===== src/rtl/srtg_pkg.sv =====
// Package for the shift register tone generator.
// Holds the command codes, register indexes, level constants and the result type.
// No dependencies; the other files refer to it by scoped names, and the checker imports it.
package srtg_pkg;

    // Item commands.
    localparam logic CMD_WRITE = 1'b0;
    localparam logic CMD_TICK  = 1'b1;

    // Register indexes that the logic looks at.
    localparam logic [3:0] REG_PERIOD_LO = 4'd8;
    localparam logic [3:0] REG_PERIOD_HI = 4'd9;
    localparam logic [3:0] REG_PATTERN   = 4'd10;
    localparam logic [3:0] REG_MODE      = 4'd11;
    localparam logic [3:0] REG_CONTROL   = 4'd12;

    // Mode field value that selects hardware mode.
    localparam logic [2:0] MODE_HARDWARE = 3'd4;

    // Widths and level constants.
    localparam int COUNT_W  = 18;
    localparam int SAMPLE_W = 15;
    localparam logic [SAMPLE_W-1:0] LEVEL_HIGH = 15'd32767;
    localparam logic [7:0] CTRL_HIGH = 8'he0;
    localparam logic [7:0] CTRL_LOW  = 8'hc0;
    localparam logic [COUNT_W-1:0] TICK_DROP = 18'd4;
    localparam logic [COUNT_W-1:0] HW_START  = 18'd2;

    // One result item.
    typedef struct packed {
        logic [SAMPLE_W-1:0] sample;
        logic [7:0]          control_mirror;
    } result_t;

endpackage


===== src/rtl/srtg_core.sv =====
// Tone generator state: pattern, period counter, level and the registers that matter.
// Computes each item's result in one pass and updates state on acceptance.
// Depends on srtg_pkg.
module srtg_core (
    input  logic                 aclk,
    input  logic                 aresetn,
    input  logic                 accept,
    input  logic                 enable,
    input  logic                 cmd,
    input  logic [3:0]           reg_addr,
    input  logic [7:0]           write_data,
    output srtg_pkg::result_t    result
);

    logic [7:0]                   period_lo_reg, period_lo_next;
    logic [7:0]                   period_hi_reg, period_hi_next;
    logic [7:0]                   mode_reg, mode_next;
    logic [7:0]                   control_reg, control_next;
    logic [7:0]                   pattern_reg, pattern_next;
    logic [7:0]                   saved_reg, saved_next;
    logic [srtg_pkg::COUNT_W-1:0] count_reg, count_next;
    logic                         level_reg, level_next;

    logic                         hw_mode;
    logic [srtg_pkg::COUNT_W-1:0] reload_add;

    // Hardware mode is taken from the mode register before this item.
    assign hw_mode = (mode_reg[4:2] == srtg_pkg::MODE_HARDWARE);

    // Counter increment on a reload: reload minus the tick drop.
    always_comb begin
        reload_add = {{(srtg_pkg::COUNT_W-9){1'b0}}, period_lo_reg, 1'b0};
        if (!hw_mode) begin
            reload_add = reload_add
                + {{(srtg_pkg::COUNT_W-17){1'b0}}, period_hi_reg, 9'd0};
        end
    end

    // Next state for a register write or a sample tick.
    always_comb begin
        period_lo_next = period_lo_reg;
        period_hi_next = period_hi_reg;
        mode_next      = mode_reg;
        control_next   = control_reg;
        pattern_next   = pattern_reg;
        saved_next     = saved_reg;
        count_next     = count_reg;
        level_next     = level_reg;
        case (cmd)
            srtg_pkg::CMD_WRITE: begin
                case (reg_addr)
                    srtg_pkg::REG_PERIOD_LO: period_lo_next = write_data;
                    srtg_pkg::REG_PERIOD_HI: begin
                        period_hi_next = write_data;
                        if ((period_hi_reg == 8'd0) != (write_data == 8'd0)) begin
                            pattern_next = saved_reg;
                        end
                    end
                    srtg_pkg::REG_PATTERN: begin
                        pattern_next = write_data;
                        saved_next   = write_data;
                        if (hw_mode) begin
                            count_next = srtg_pkg::HW_START;
                        end
                    end
                    srtg_pkg::REG_MODE:    mode_next = write_data;
                    srtg_pkg::REG_CONTROL: control_next = write_data;
                    default: ;
                endcase
            end
            default: begin
                if (enable) begin
                    if (count_reg < srtg_pkg::TICK_DROP) begin
                        level_next   = pattern_reg[0];
                        pattern_next = {pattern_reg[0], pattern_reg[7:1]};
                        count_next   = count_reg + reload_add;
                    end else begin
                        count_next = count_reg - srtg_pkg::TICK_DROP;
                    end
                    if (!hw_mode) begin
                        control_next = level_next ? srtg_pkg::CTRL_HIGH
                                                  : srtg_pkg::CTRL_LOW;
                    end
                end else begin
                    level_next = 1'b0;
                end
            end
        endcase
    end

    // Result reflects the state after the item.
    assign result.sample         = level_next ? srtg_pkg::LEVEL_HIGH : '0;
    assign result.control_mirror = control_next;

    // State update on each accepted request.
    always_ff @(posedge aclk) begin
        if (!aresetn) begin
            period_lo_reg <= '0;
            period_hi_reg <= '0;
            mode_reg      <= '0;
            control_reg   <= '0;
            pattern_reg   <= '0;
            saved_reg     <= '0;
            count_reg     <= '0;
            level_reg     <= 1'b0;
        end else if (accept) begin
            period_lo_reg <= period_lo_next;
            period_hi_reg <= period_hi_next;
            mode_reg      <= mode_next;
            control_reg   <= control_next;
            pattern_reg   <= pattern_next;
            saved_reg     <= saved_next;
            count_reg     <= count_next;
            level_reg     <= level_next;
        end
    end

endmodule


===== src/rtl/srtg_out_buf.sv =====
// Result register with a skid entry for the tone generator output channel.
// Lets a new request in while a finished result still waits.
// Depends on srtg_pkg.
module srtg_out_buf (
    input  logic              aclk,
    input  logic              aresetn,
    input  logic              push,
    input  srtg_pkg::result_t push_data,
    output logic              push_ready,
    output logic              out_valid,
    input  logic              out_ready,
    output srtg_pkg::result_t out_data
);

    logic              main_valid_reg;
    logic              skid_valid_reg;
    srtg_pkg::result_t main_reg;
    srtg_pkg::result_t skid_reg;
    logic              pop;

    assign pop        = main_valid_reg && out_ready;
    assign push_ready = !skid_valid_reg;
    assign out_valid  = main_valid_reg;
    assign out_data   = main_reg;

    // Valid flags.
    always_ff @(posedge aclk) begin
        if (!aresetn) begin
            main_valid_reg <= 1'b0;
            skid_valid_reg <= 1'b0;
        end else if (pop) begin
            if (skid_valid_reg) begin
                skid_valid_reg <= 1'b0;
            end else begin
                main_valid_reg <= push;
            end
        end else if (push) begin
            if (main_valid_reg) begin
                skid_valid_reg <= 1'b1;
            end else begin
                main_valid_reg <= 1'b1;
            end
        end
    end

    // Payload registers.
    always_ff @(posedge aclk) begin
        if (pop) begin
            if (skid_valid_reg) begin
                main_reg <= skid_reg;
            end else if (push) begin
                main_reg <= push_data;
            end
        end else if (push) begin
            if (main_valid_reg) begin
                skid_reg <= push_data;
            end else begin
                main_reg <= push_data;
            end
        end
    end

endmodule


===== src/rtl/shift_register_tone_generator.sv =====
// Shift register tone generator: square-pattern tone from a rotating 8-bit pattern.
// Each accepted request's result is registered in the output buffer.
// Throughput: one request per cycle while the output is taken; a two-entry output buffer absorbs one stall.
// Reset (aresetn low, synchronous): registers, pattern, counter, level and enable clear.
// Depends on srtg_pkg, srtg_core and srtg_out_buf.
module shift_register_tone_generator (
    input  logic                          aclk,
    input  logic                          aresetn,
    input  logic                          cfg_valid,
    output logic                          cfg_ready,
    input  logic                          cfg_data,
    input  logic                          s_valid,
    output logic                          s_ready,
    input  logic                          s_cmd,
    input  logic [3:0]                    s_reg_addr,
    input  logic [7:0]                    s_write_data,
    output logic                          m_valid,
    input  logic                          m_ready,
    output logic [srtg_pkg::SAMPLE_W-1:0] m_sample,
    output logic [7:0]                    m_control_mirror
);

    logic              enable_reg;
    logic              accept;
    srtg_pkg::result_t core_result;
    srtg_pkg::result_t out_result;

    // Channel enable register; writes are always taken.
    assign cfg_ready = 1'b1;
    always_ff @(posedge aclk) begin
        if (!aresetn) begin
            enable_reg <= 1'b0;
        end else if (cfg_valid) begin
            enable_reg <= cfg_data;
        end
    end

    assign accept = s_valid && s_ready;

    srtg_core u_core (
        .aclk       (aclk),
        .aresetn    (aresetn),
        .accept     (accept),
        .enable     (enable_reg),
        .cmd        (s_cmd),
        .reg_addr   (s_reg_addr),
        .write_data (s_write_data),
        .result     (core_result)
    );

    srtg_out_buf u_out_buf (
        .aclk       (aclk),
        .aresetn    (aresetn),
        .push       (accept),
        .push_data  (core_result),
        .push_ready (s_ready),
        .out_valid  (m_valid),
        .out_ready  (m_ready),
        .out_data   (out_result)
    );

    assign m_sample         = out_result.sample;
    assign m_control_mirror = out_result.control_mirror;

    // An accepted request always leaves a result waiting on the next cycle.
    a_result_follows: assert property (@(posedge aclk) disable iff (!aresetn)
        accept |=> m_valid)
        else $error("accepted request produced no result");

    // A stalled output with a full buffer must block new requests.
    a_full_blocks: assert property (@(posedge aclk) disable iff (!aresetn)
        (accept && m_valid && !m_ready) |=> !s_ready)
        else $error("output buffer overfilled");

    // A tick while disabled gives silence when it reaches the output at once.
    a_disabled_silent: assert property (@(posedge aclk) disable iff (!aresetn)
        (accept && s_cmd == srtg_pkg::CMD_TICK && !enable_reg && (!m_valid || m_ready))
        |=> (m_sample == '0))
        else $error("disabled tick produced sound");

    // The sample is always one of the two levels.
    a_two_levels: assert property (@(posedge aclk) disable iff (!aresetn)
        m_valid |-> (m_sample == '0 || m_sample == srtg_pkg::LEVEL_HIGH))
        else $error("sample out of level set");

endmodule


===== config.mk =====
export PLATFORM = sky130hd
export DESIGN_NAME = shift_register_tone_generator
export DESIGN_NICKNAME = d
export VERILOG_FILES = /design/src/rtl/srtg_pkg.sv /design/src/rtl/srtg_core.sv /design/src/rtl/srtg_out_buf.sv /design/src/rtl/shift_register_tone_generator.sv
export SDC_FILE = /design/constraint.sdc
export NUM_CORES = 1
export LEC_CHECK = 0
export BUFFER_PORTS_ARGS = -buffer_cell sky130_fd_sc_hd__buf_2
export CAP_MARGIN = 10
export CORE_ASPECT_RATIO = 0.6
export CORE_MARGIN = 1.5
export CORE_UTILIZATION = 57
export CTS_BUF_LIST = sky130_fd_sc_hd__clkbuf_8
export CTS_CLUSTER_SIZE = 25
export DETAILED_ROUTE_END_ITERATION = 10
export GPL_ROUTABILITY_DRIVEN = 0
export PLACE_DENSITY = 0.8
export SLEW_MARGIN = 20
export SYNTH_ARGS = -nofsm -noshare
export SYNTH_HDL_FRONTEND = slang
export SYNTH_HIERARCHICAL = 1
export SYNTH_SLANG_ARGS = --single-unit

===== constraint.sdc =====
create_clock -name aclk -period 2.8 [get_ports aclk]
set_input_delay 0.7 -clock aclk [delete_from_list [all_inputs] [get_ports aclk]]
set_output_delay 0.7 -clock aclk [all_outputs]
set_load 0.01 [all_outputs]

==> out/results.ini <==
[clocking]
cts_tree=done
root_buffer=clkbuf_8
cts.htree.levels=3
cts_sinks=110
cts_max_path_buffers=2
clkLatencyLatePin_ps=380
numCtsBuffers=9
postCtsHoldBufs=0
path_clk_slew_ps=110

[yosys]
syn_nets=632
synth.distinct_cells=65
synth_cells=595
synth_area_um2=5900
synth_seq_cells=110
synth-seq-area-share_pct=45.1
synthesis.yosys.warnings=6
avgSynthCellArea_um2=9.92
synth_top_family_by_area=simple AND/OR/NAND/NOR gates
muxShareOfSynthArea_pct=12.3
synth-compound-area-share_pct=15.0
synth-xor-area-share_pct=1.93
synthAdderAreaFrac_pct=3.94
ys_async_sr_fraction_pct=0
synth_enable_flop_cells=46
synth-simple-area-share_pct=16.4
synth_ff_type=dfxtp_1

[drt]
vias_per_cell=6.22
ant_nets=0
drc_errors=0
totalWireLength_um=14600
vias=4800
dr.first_iter.drc_count=391
wl_per_cell_um=18.9
drt_pre_antenna_iters=8

[setup_path]
cp_slowest_cell=or4b_4
critical_path_class=flop to flop
slowest_delay_ps=480
crit_fanout=8
cp.arrival_ps=2850
ff2ff_path_depth=10
crit_path_end_kind=flop
cp.depth=10
worst-path-buf-inv=3
critPathTopFamily=simple AND/OR/NAND/NOR gates
cp-start-kind=flop
path_cells=inv_4, ha_4, or4b_4, or4_4, o21ai_2, a21boi_2, a31oi_2, buf_4, bufinv_8, mux2_4
cp_data_required_time_ps=2940

[timing]
slew_headroom_pct=43.5
setup_viol=0
worst_slew_pin_slew_ps=842
fmax_mhz=369
finalSetupTns_ps=0
period_minus_slack_ps=2710
holdWs_ps=466
clock_skew_ps=14.4
min_period_over_period_pct=96.8
drv_slew=0
rsz0062_at_grt=false
hold_violations=0

[final_layout]
antenna_cells=0
layout.nets=669
n_fill_cell=780
fin_area_um2=6500
regArea_um2=2670
drive_above_1_share_pct=20.7
stdcell_count=772
multi_input_area_um2=2970
syn_to_final_growth_pct=10.1
final_core_util_pct=65.3

[global_routing]
grt_pass1_wl_um=22400
grt_antenna_before_repair=0
overflow=0
track_usage_pct=26.7
grt_max_degree=36
grt_pass1_vias=4394

[floorplan]
die_area_um2=11000
die_y_um=81.8
row_count=28
ios=45
core-area_um2=9950
die_width_um=134
start_util_pct=59.3

[power_and_ir_drop]
leakagePower_nw=2.72
powerDensity_nw_per_um2=449
peakVddDrop_mv=0.336

[job]
drv_cap=0

[min_path]
whs_path_depth=2
hp-class=flop to flop

[placement]
placed_cell_area_um2=6250
dpl.hpwl_um=10300
placed_cells=751
numPortBuffers=43

[outcome]
outcome=complete, no violations

where the power goes:
part           switching (mW)  internal, mW
sequential             0.0206          1.72
clock                   0.566         0.338
combinational           0.166         0.109
worst register-to-register path: stages (launching register included):
cell and delay (ps):
dfxtp_4 380, inv_4 70, ha_4 140, or4b_4 480, or4_4 440, o21ai_2 140, a21boi_2 70, a31oi_2 130
buf_4 160, bufinv_8 200, mux2_4 260
kinds of logic after synthesis:
family	count (synthesis)
flops	110
fa+ha+maj	18
mux	62
compound gates	135
buf+inv	59
other cells	1
xor+xnor	13
simple gates	197
final timing paths:
path	endpoint	slack (ps)	start
setup reg to reg	u_out_buf/out_data[17]	90	u_core/count_reg[2]
hold reg to reg	u_core/pattern_reg[6]	470	u_core/pattern_reg[6]
hold / removal	u_core/pattern_reg[6]	470	u_core/pattern_reg[6]
setup / recovery	u_out_buf/out_data[17]	90	u_core/count_reg[2]
cell usage after synthesis, types with 14 or more instances:
master | n | area (µm²)
buf_4 | 17 | 128
nand2_1 | 54 | 203
nor2b_1 | 15 | 93.8
clkbuf_1 | 23 | 86.3
a21oi_1 | 32 | 160
nand3_1 | 14 | 70.1
ha_1 | 17 | 213
mux2_4 | 20 | 300
dfxtp_1 | 64 | 1280
o21ai_0 | 36 | 180
mux2i_1 | 39 | 390
edfxtp_1 | 46 | 1380
nor2_1 | 58 | 218
cell type report:
type | instances | share of cell area [%]
clock inverters | 7 | 0.905
well taps | 135 | 2.60
multi-input cells | 426 | 45.7
clock buffers | 9 | 1.91
inverters | 12 | 0.943
repair buffers | 71 | 6.74
repair inverters | 2 | 0.154
flip-flops and latches | 110 | 41.0
cell usage in the layout, fill, tap and decap left out, types with 5 or more instances in the layout:
cell / n
a211oi_1: 8
a21oi_1: 31
a22o_1: 6
a31oi_1: 7
a32oi_1: 5
and2_1: 6
buf_2: 43
buf_4: 27
clkbuf_8: 9
dfxtp_1: 63
edfxtp_1: 46
ha_1: 16
inv_1: 10
mux2_4: 20
mux2i_1: 39
nand2_1: 54
nand3_1: 14
nor2_1: 58
nor2b_1: 15
nor3_1: 12
nor4_1: 9
o211ai_1: 6
o21ai_0: 35
xnor2_1: 9
per-layer routing:
metal	wire [µm]	GRT usage [%]	vias to the layer above
met3	1660	8.52	25
met2	6170	39.1	241
met5	0	0	-
li1	-	-	2247
met1	6610	38.2	2287
met4	166	6.77	0
stage by stage:
stage	worst slack, ps	total power [mW]
2_1_floorplan	-0.0984	1.94
3_3_place_gp	79.1	2.03
3_5_place_dp	10.4	2.04
4_1_cts	0.385	2.93
5_1_grt	11.1	3.02
6_report	88.9	2.92
timing repair:
item	in CTS	in global routing
resized for setup	0	11
buffers inserted	0	3
setup endpoints to repair	0	16
No activity file was read; power rests on OpenSTA's default activity.
